File: src/rtl/core/bdq_pkg.sv
// shared types, widths and codes of the bounded deque
package bdq_pkg;

	localparam int DEPTH_DEF = 64;
	localparam int QUEUE_DEF = 2;

	localparam int CMD_W = 2;
	localparam int VAL_W = 32;
	localparam int ST_W  = 2;
	localparam int CNT_W = 7;

	localparam logic [CMD_W-1:0] CMD_PUSH_FRONT = 2'd0;
	localparam logic [CMD_W-1:0] CMD_POP_FRONT  = 2'd1;
	localparam logic [CMD_W-1:0] CMD_POP_BACK   = 2'd2;
	localparam logic [CMD_W-1:0] CMD_WALK       = 2'd3;

	localparam logic [ST_W-1:0] ST_OK    = 2'd0;
	localparam logic [ST_W-1:0] ST_EMPTY = 2'd1;
	localparam logic [ST_W-1:0] ST_FULL  = 2'd2;

	typedef enum logic [1:0] {
		OP_PUSH,
		OP_POP_FRONT,
		OP_POP_BACK,
		OP_WALK
	} op_kind_t;

	typedef struct packed {
		op_kind_t                kind;
		logic signed [VAL_W-1:0] value;
	} op_t;

	typedef struct packed {
		logic        [CMD_W-1:0] command;
		logic signed [VAL_W-1:0] value;
	} req_t;

	typedef struct packed {
		logic signed [VAL_W-1:0] data_out;
		logic        [ST_W-1:0]  status;
		logic        [CNT_W-1:0] entries;
		logic                    last;
	} rsp_t;

endpackage

File: src/rtl/core/bdq_stream_if.sv
// valid/ready stream channel carrying one payload per transfer
interface bdq_stream_if #(
	parameter type payload_t = logic
);
	logic     valid;
	logic     ready;
	payload_t payload;

	modport source (output valid, output payload, input ready);
	modport sink   (input valid, input payload, output ready);
endinterface

File: src/rtl/core/bounded_deque_head_push.sv
// top level of the bounded deque: front stage, operation queue, back stage
// a push result passes the front register, the operation queue and the result register;
// a pop also passes the store's single registered read port. Throughput: one push per cycle
// while results are taken; a pop or walk holds the back stage until its last result is out
// reset: arst_n clears pointers, count, walk position and all valid flags, giving an empty list
// element store contents are undefined until written; no clearing pass is run
module bounded_deque_head_push #(
	parameter int DEPTH         = bdq_pkg::DEPTH_DEF,
	parameter int QUEUE_ENTRIES = bdq_pkg::QUEUE_DEF
) (
	input  logic         clk,
	input  logic         arst_n,
	bdq_stream_if.sink   request,
	bdq_stream_if.source response
);
	import bdq_pkg::*;

	// front to queue transfer
	logic front_valid;
	op_t  front_op;
	logic front_ready;

	// queue to back transfer
	logic back_valid;
	op_t  back_op;
	logic back_ready;

	// request decode and input register
	bdq_front u_front (
		.clk      (clk),
		.arst_n   (arst_n),
		.request  (request),
		.op_valid (front_valid),
		.op       (front_op),
		.op_ready (front_ready)
	);

	// decouples the request side from a back stage busy with a walk or a stalled result
	bdq_queue #(
		.ENTRIES (QUEUE_ENTRIES)
	) u_queue (
		.clk       (clk),
		.arst_n    (arst_n),
		.in_valid  (front_valid),
		.in_op     (front_op),
		.in_ready  (front_ready),
		.out_valid (back_valid),
		.out_op    (back_op),
		.out_ready (back_ready)
	);

	// ring buffer, walk sequencer and result register
	bdq_back #(
		.DEPTH (DEPTH)
	) u_back (
		.clk      (clk),
		.arst_n   (arst_n),
		.op_valid (back_valid),
		.op       (back_op),
		.op_ready (back_ready),
		.response (response)
	);
endmodule

File: src/rtl/core/bdq_front.sv
// front stage: takes requests, classifies the command into an operation
module bdq_front (
	input  logic          clk,
	input  logic          arst_n,
	bdq_stream_if.sink    request,
	output logic          op_valid,
	output bdq_pkg::op_t  op,
	input  logic          op_ready
);
	import bdq_pkg::*;

	logic valid_s1;
	op_t  op_s1;
	op_t  op_dec;

	always_comb begin
		op_dec.value = '0;
		unique case (request.payload.command)
			CMD_PUSH_FRONT: begin
				op_dec.kind  = OP_PUSH;
				op_dec.value = request.payload.value;
			end
			CMD_POP_FRONT: op_dec.kind = OP_POP_FRONT;
			CMD_POP_BACK:  op_dec.kind = OP_POP_BACK;
			CMD_WALK:      op_dec.kind = OP_WALK;
		endcase
	end

	assign request.ready = !valid_s1 || op_ready;
	assign op_valid      = valid_s1;
	assign op            = op_s1;

	always_ff @(posedge clk or negedge arst_n) begin
		if (!arst_n) begin
			valid_s1 <= 1'b0;
		end else if (request.valid && request.ready) begin
			valid_s1 <= 1'b1;
		end else if (op_ready) begin
			valid_s1 <= 1'b0;
		end
	end

	always_ff @(posedge clk) begin
		if (request.valid && request.ready) begin
			op_s1 <= op_dec;
		end
	end
endmodule

File: src/rtl/core/bdq_queue.sv
// short operation queue between the front and back stages
module bdq_queue #(
	parameter int ENTRIES = bdq_pkg::QUEUE_DEF
) (
	input  logic         clk,
	input  logic         arst_n,
	input  logic         in_valid,
	input  bdq_pkg::op_t in_op,
	output logic         in_ready,
	output logic         out_valid,
	output bdq_pkg::op_t out_op,
	input  logic         out_ready
);
	import bdq_pkg::*;

	localparam int PTR_W = (ENTRIES > 1) ? $clog2(ENTRIES) : 1;
	localparam int LVL_W = $clog2(ENTRIES + 1);
	localparam logic [PTR_W-1:0] LAST_IDX = PTR_W'(ENTRIES - 1);
	localparam logic [LVL_W-1:0] FULL_LVL = LVL_W'(ENTRIES);

	op_t              slot_q [ENTRIES];
	logic [PTR_W-1:0] wr_ptr_q;
	logic [PTR_W-1:0] rd_ptr_q;
	logic [LVL_W-1:0] level_q;
	logic             push;
	logic             pop;

	assign in_ready  = level_q != FULL_LVL;
	assign out_valid = level_q != '0;
	assign out_op    = slot_q[rd_ptr_q];
	assign push      = in_valid && in_ready;
	assign pop       = out_valid && out_ready;

	always_ff @(posedge clk or negedge arst_n) begin
		if (!arst_n) begin
			wr_ptr_q <= '0;
			rd_ptr_q <= '0;
			level_q  <= '0;
		end else begin
			if (push) begin
				wr_ptr_q <= (wr_ptr_q == LAST_IDX) ? '0 : wr_ptr_q + PTR_W'(1);
			end
			if (pop) begin
				rd_ptr_q <= (rd_ptr_q == LAST_IDX) ? '0 : rd_ptr_q + PTR_W'(1);
			end
			if (push && !pop) begin
				level_q <= level_q + LVL_W'(1);
			end else if (pop && !push) begin
				level_q <= level_q - LVL_W'(1);
			end
		end
	end

	always_ff @(posedge clk) begin
		if (push) begin
			slot_q[wr_ptr_q] <= in_op;
		end
	end
endmodule

File: src/rtl/core/bdq_back.sv
// back stage: ring-buffer store, pointers, walk sequencer and result register
module bdq_back #(
	parameter int DEPTH = bdq_pkg::DEPTH_DEF
) (
	input  logic         clk,
	input  logic         arst_n,
	input  logic         op_valid,
	input  bdq_pkg::op_t op,
	output logic         op_ready,
	bdq_stream_if.source response
);
	import bdq_pkg::*;

	localparam int PTR_W = (DEPTH > 1) ? $clog2(DEPTH) : 1;
	localparam logic [PTR_W-1:0] LAST_SLOT = PTR_W'(DEPTH - 1);
	localparam logic [CNT_W-1:0] FULL_CNT  = CNT_W'(DEPTH);
	localparam logic [PTR_W:0]   DEPTH_X   = (PTR_W + 1)'(DEPTH);

	typedef enum logic [2:0] {
		S_IDLE = 3'b001,
		S_POP  = 3'b010,
		S_WALK = 3'b100
	} back_state_t;

	logic signed [VAL_W-1:0] mem [DEPTH];
	logic signed [VAL_W-1:0] rd_data_q;

	back_state_t      state_q,    state_d;
	logic [PTR_W-1:0] front_q,    front_d;
	logic [CNT_W-1:0] count_q,    count_d;
	logic [CNT_W-1:0] walk_idx_q, walk_idx_d;
	logic [PTR_W-1:0] walk_ptr_q;
	logic             out_valid_q;
	rsp_t             out_q;

	logic             out_free;
	logic             take;
	logic             emit;
	rsp_t             emit_rsp;
	logic             rd_en;
	logic [PTR_W-1:0] rd_addr;
	logic             wr_en;
	logic [PTR_W-1:0] front_dec;
	logic [PTR_W-1:0] front_inc;
	logic [PTR_W-1:0] walk_next;
	logic [CNT_W-1:0] cnt_m1;
	logic [PTR_W:0]   back_sum;
	logic [PTR_W-1:0] back_slot;
	logic             is_empty;
	logic             is_full;
	logic             walk_last;

	assign out_free  = !out_valid_q || response.ready;
	assign op_ready  = (state_q == S_IDLE) && out_free;
	assign take      = op_ready && op_valid;

	assign front_dec = (front_q == '0) ? LAST_SLOT : front_q - PTR_W'(1);
	assign front_inc = (front_q == LAST_SLOT) ? '0 : front_q + PTR_W'(1);
	assign walk_next = (walk_ptr_q == LAST_SLOT) ? '0 : walk_ptr_q + PTR_W'(1);
	assign cnt_m1    = count_q - CNT_W'(1);
	// back slot: front plus count minus one, folded once into the ring
	assign back_sum  = {1'b0, front_q} + {1'b0, cnt_m1[PTR_W-1:0]};
	assign back_slot = (back_sum >= DEPTH_X) ? PTR_W'(back_sum - DEPTH_X)
	                                         : back_sum[PTR_W-1:0];
	assign is_empty  = count_q == '0;
	assign is_full   = count_q == FULL_CNT;
	assign walk_last = (walk_idx_q + CNT_W'(1)) == count_q;
	assign wr_en     = take && (op.kind == OP_PUSH) && !is_full;

	always_comb begin
		state_d           = state_q;
		front_d           = front_q;
		count_d           = count_q;
		walk_idx_d        = walk_idx_q;
		emit              = 1'b0;
		emit_rsp.data_out = '0;
		emit_rsp.status   = ST_OK;
		emit_rsp.entries  = count_q;
		emit_rsp.last     = 1'b1;
		rd_en             = 1'b0;
		rd_addr           = front_q;
		unique case (state_q)
			S_IDLE: begin
				if (take) begin
					unique case (op.kind) inside
						OP_PUSH: begin
							emit = 1'b1;
							if (is_full) begin
								emit_rsp.status = ST_FULL;
							end else begin
								front_d          = front_dec;
								count_d          = count_q + CNT_W'(1);
								emit_rsp.entries = count_q + CNT_W'(1);
							end
						end
						OP_POP_FRONT, OP_POP_BACK: begin
							if (is_empty) begin
								emit            = 1'b1;
								emit_rsp.status = ST_EMPTY;
							end else begin
								rd_en   = 1'b1;
								count_d = cnt_m1;
								state_d = S_POP;
								if (op.kind == OP_POP_FRONT) begin
									front_d = front_inc;
								end else begin
									rd_addr = back_slot;
								end
							end
						end
						OP_WALK: begin
							if (is_empty) begin
								emit            = 1'b1;
								emit_rsp.status = ST_EMPTY;
							end else begin
								rd_en      = 1'b1;
								walk_idx_d = '0;
								state_d    = S_WALK;
							end
						end
					endcase
				end
			end
			S_POP: begin
				if (out_free) begin
					emit              = 1'b1;
					emit_rsp.data_out = rd_data_q;
					state_d           = S_IDLE;
				end
			end
			S_WALK: begin
				if (out_free) begin
					emit              = 1'b1;
					emit_rsp.data_out = rd_data_q;
					emit_rsp.last     = walk_last;
					if (walk_last) begin
						walk_idx_d = '0;
						state_d    = S_IDLE;
					end else begin
						walk_idx_d = walk_idx_q + CNT_W'(1);
						rd_en      = 1'b1;
						rd_addr    = walk_next;
					end
				end
			end
			default: begin
				state_d = S_IDLE;
			end
		endcase
	end

	always_ff @(posedge clk or negedge arst_n) begin
		if (!arst_n) begin
			state_q     <= S_IDLE;
			front_q     <= '0;
			count_q     <= '0;
			walk_idx_q  <= '0;
			out_valid_q <= 1'b0;
		end else begin
			state_q    <= state_d;
			front_q    <= front_d;
			count_q    <= count_d;
			walk_idx_q <= walk_idx_d;
			if (emit) begin
				out_valid_q <= 1'b1;
			end else if (response.ready) begin
				out_valid_q <= 1'b0;
			end
		end
	end

	// store and registered read port
	always_ff @(posedge clk) begin
		if (wr_en) begin
			mem[front_dec] <= op.value;
		end
		if (rd_en) begin
			rd_data_q  <= mem[rd_addr];
			walk_ptr_q <= rd_addr;
		end
		if (emit) begin
			out_q <= emit_rsp;
		end
	end

	assign response.valid   = out_valid_q;
	assign response.payload = out_q;
endmodule

File: src/flat_wrapper.sv
// flat-port wrapper written by rule: the top's interface ports become plain ports
module bounded_deque_head_push_flat import bdq_pkg::*;
#(
	parameter int DEPTH         = bdq_pkg::DEPTH_DEF,
	parameter int QUEUE_ENTRIES = bdq_pkg::QUEUE_DEF
)
  (clk, arst_n, request_valid, request_payload, request_ready, response_valid, response_payload, response_ready);
  bdq_stream_if #(.payload_t(req_t)) request_i ();
  bdq_stream_if #(.payload_t(rsp_t)) response_i ();
  input  logic clk;
  input  logic arst_n;
  input wire logic [$bits(request_i.valid)-1:0] request_valid;
  input wire logic [$bits(request_i.payload)-1:0] request_payload;
  output wire logic [$bits(request_i.ready)-1:0] request_ready;
  output wire logic [$bits(response_i.valid)-1:0] response_valid;
  output wire logic [$bits(response_i.payload)-1:0] response_payload;
  input wire logic [$bits(response_i.ready)-1:0] response_ready;
  assign request_i.valid = request_valid;
  assign request_i.payload = request_payload;
  assign request_ready = request_i.ready;
  assign response_valid = response_i.valid;
  assign response_payload = response_i.payload;
  assign response_i.ready = response_ready;
  bounded_deque_head_push #(.DEPTH(DEPTH), .QUEUE_ENTRIES(QUEUE_ENTRIES)) u_core (.clk(clk), .arst_n(arst_n), .request(request_i), .response(response_i));
endmodule
File: config.mk
export PLATFORM = sky130hd
export DESIGN_NAME = bounded_deque_head_push_flat
export DESIGN_NICKNAME = d
export VERILOG_FILES = /design/src/rtl/core/bdq_pkg.sv /design/src/rtl/core/bdq_stream_if.sv /design/src/rtl/core/bounded_deque_head_push.sv /design/src/rtl/core/bdq_front.sv /design/src/rtl/core/bdq_queue.sv /design/src/rtl/core/bdq_back.sv /design/src/flat_wrapper.sv
export SDC_FILE = /design/constraint.sdc
export NUM_CORES = 2
export LEC_CHECK = 0
export ABC_CLOCK_PERIOD_IN_PS = 6350
export BUFFER_PORTS_ARGS = -buffer_cell sky130_fd_sc_hd__buf_2
export CORE_MARGIN = 5
export CORE_UTILIZATION = 38
export CTS_BUF_LIST = sky130_fd_sc_hd__clkbuf_8
export CTS_CLUSTER_DIAMETER = 80
export DETAILED_ROUTE_END_ITERATION = 10
export PLACE_DENSITY = 0.52
export SYNTH_ARGS = -nofsm -noshare
export SYNTH_HDL_FRONTEND = slang
export SYNTH_SLANG_ARGS = --single-unit
File: constraint.sdc
create_clock -name clk -period 6.35 [get_ports clk]
set_input_delay 1.27 -clock clk [delete_from_list [all_inputs] [get_ports clk]]
set_output_delay 1.27 -clock clk [all_outputs]
set_load 0.05 [all_outputs]
==> impl_metrics.yaml <==
run_status:
  outcome: "finished, violations left"
  violations: "capacitance limit, slew limit"
final_layout:
  area_delta_synth_final_pct: 14.3
  final_nets: 6279
  stdcell_count: 9557
  drive_gt1_share_pct: 14.0
  finalInstanceArea_um2: 101000
place:
  hpwl_um: 155000
  portBuffers: 81
  placed_area_um2: 93800
  pre_cts_slack_ps: 250
  dp.cells: 8860
  gp_routability_congestion: 0.808
timing:
  fin_crit_ps: 6030
  grt_setup_unrepaired: "no"
  maxSlewHeadroom_pct: -2.50
  setup_viol: 0
  post-route-period-util_pct: 95.0
  worst_clock_skew_ps: 88.5
  fmax_mhz: 166
  tightest_slew_ps: 1530
  drv_slew: 6
  fin_ws_ps: 320
  hold_ws_ps: 243
  hold_viol: 0
setup_path:
  worstPathArrival_ps: 6990
  critPathMaxFanout: 24
  start_kind: "flip-flop"
  path_class: "flip-flop to flip-flop"
  required_ps: 7310
  endpoint_kind: "flip-flop"
global_routing:
  grt_pass1_vias: 52600
  grt_pass1_wl_um: 392000
  track_usage_pct: 22.3
  antenna_found_initial: 19
  grt-ovfl-total: 0
  grt_max_degree: 128
floorplan:
  fp-row-count: 176
  die_h_um: 492
  boundaryPins: 82
  dieArea_um2: 242000
  die_x_um: 492
  initial_utilization_pct: 38.3
  coreArea_um2: 230000
routing:
  finalWirelength_um: 277000
  vias_per_cell: 5.61
  drt_iter0_drc: 6136
  vias: 53600
  ant_nets: 0
  wl_per_cell_um: 29.0
  drc: 0
  first_pass_iters: 6
synth:
  yosysSeqAreaShare_pct: 76.8
  synthTopCellsByCount: "edfxtp_1, nand2_1, mux2i_1, nand3_1, o22ai_1"
  synthArstFlopShare_pct: 1.28
  yosysWarnings: 0
  avgSynthCellArea_um2: 15.1
  synth_top_area_share_pct: 76.0
  ys_seq_elements: 2259
  synth.area.top_cells: "edfxtp_1, mux2i_1, nand2_1"
  synth-edff-count: 2230
  synth_area_um2: 88100
  synthFlopType: "edfxtp_1"
  yosysTopAreaCell: "edfxtp_1"
  syn_inst: 5848
  synth_cell_type_count: 74
  synth_nets: 5905
  yosysMostFrequentCell: "edfxtp_1"
clock_tree:
  clk-insertion-delay-late_ps: 1090
  clock-root-buffer: "clkbuf_8"
  clock_sinks: 2259
  cts_setup_buffers: 0
  clockBufferDepth: 4
  h-tree-depth: 5
  cts_buffers: 386
  cts_tree: "yes"
  ctsHoldBuffers: 0
  path_clk_slew_ps: 60
  postCtsResizedCells: 0
flow_run:
  cap_viol_max_count: 1
worst_hold_path:
  hold_path.class: "input port to asynchronous set/reset pin"
==> layout by cell type (no fill, tap or decap), types with 5 or more instances in the layout <==
master and instances:
buf_4 217, nand2_1 1168, or4_1 7, or3_1 30
bufinv_16 11, xnor2_1 23, o21ai_0 55, nor2_4 69
clkinv_2 21, o32ai_1 5, ha_1 18, nor3_1 64
inv_1 146, and2_1 67, a32oi_1 108, mux2i_1 458
nand2b_1 9, a21oi_1 169, edfxtp_1 2230, diode_2 24
nand4_1 118, nor4_1 59, a31oi_1 67, o22ai_1 170
o221ai_1 13, xor2_1 14, clkbuf_8 395, nand3_1 346
clkinvlp_4 5, a221oi_1 12, dfrtp_1 28, mux2_2 37
clkinv_1 107, nor2_1 41, buf_12 38, buf_2 81
==> registers in the layout, summed over array words and instances (netlist names) <==
signal,flops
u_core.u_back.response.payload,42
u_core.u_front.op_valid,1
u_core.u_back.response.valid,1
u_core.u_back.walk_ptr_q,6
u_core.u_queue.level_q,2
u_core.u_back.mem,2048
u_core.u_queue.rd_ptr_q,1
u_core.u_back.walk_idx_q,7
u_core.u_back.state_q,3
u_core.u_front.op,34
u_core.u_back.rd_data_q,32
u_core.u_back.count_q,7
u_core.u_queue.wr_ptr_q,1
u_core.u_back.front_q,6
u_core.u_queue.slot_q,68
==> final timing paths <==
path | startpoint | endpoint | slack, ps | depth (start not counted)
max | u_core.u_back.walk_idx_q[0]$_DFFE_PN0P_ | u_core.u_back.rd_data_q[31]$_DFFE_PP_ | 320 | 15
min | arst_n | u_core.u_queue.level_q[1]$_DFFE_PN0P_ | 240 | 1
max reg2reg | u_core.u_back.walk_idx_q[0]$_DFFE_PN0P_ | u_core.u_back.rd_data_q[31]$_DFFE_PP_ | 320 | 15
min reg2reg | u_core.u_front.op[2]$_SDFFCE_PP0P_ | u_core.u_queue.slot_q[0][2]$_DFFE_PP_ | 420 | 0
max in group asynchronous | arst_n | u_core.u_back.front_q[5]$_DFFE_PN0P_ | 5600 | 1
min in group clk | request_valid | u_core.u_front.op_valid$_DFFE_PN0P_ | 390 | 2
==> stage by stage <==
stage | util, % | setup TNS [ps]
after floorplan | - | 0
after global placement | 40.7 | -3.70
after detailed placement | 40.7 | 0
after CTS | 43.7 | 0
after global routing | 43.7 | 0
final | 43.7 | 0
==> metal layers <==
| metal | global-route usage [%] | up-vias | share of wire (%) |
|---|---|---|---|
| met2 | 36.2 | 2286 | 47 |
| li1 | - | 23200 | - |
| met3 | 3.75 | 388 | 7.3 |
| met4 | 6.91 | 2 | 2.9 |
| met5 | 0 | - | 0.0047 |
| met1 | 30.9 | 27700 | 42 |
==> area by class of cell <==
type | instances | area, um^2
flip-flops and latches | 2259 | 67700
diodes | 24 | 60.1
repair buffers | 337 | 2810
fillers | 20700 | 130000
well taps | 3026 | 3790
clock inverters | 278 | 1390
multi-input cells | 3220 | 19500
clock buffers | 395 | 5440
inverters | 18 | 80.1
==> critical path, stage by stage, from the launching register on <==
cell      delay [ps]
dfrtp_1          430
ha_1             300
and3_1           210
a31oi_1          170
o221ai_1         220
o31ai_2          940
nor2_1           280
nor2_8           180
buf_4            350
nand2_4          420
buf_4            380
buf_4            280
a21oi_1          180
nor4_1            70
nor3_1          1200
or3_1            260
==> logic make-up after synthesis <==
family	after synthesis	synth area share, %
buffers and inverters	369	1.82
muxes	495	5.68
adders and majority gates	19	0.278
AOI/OAI and AO/OA	650	4.83
DFF	2259	76.8
xor gates and xnor gates	37	0.368
and+or+nand+nor	2019	10.2
Power is not shown: default switching activity piles up to over one toggle a cycle in this logic, so the estimate is an artifact.
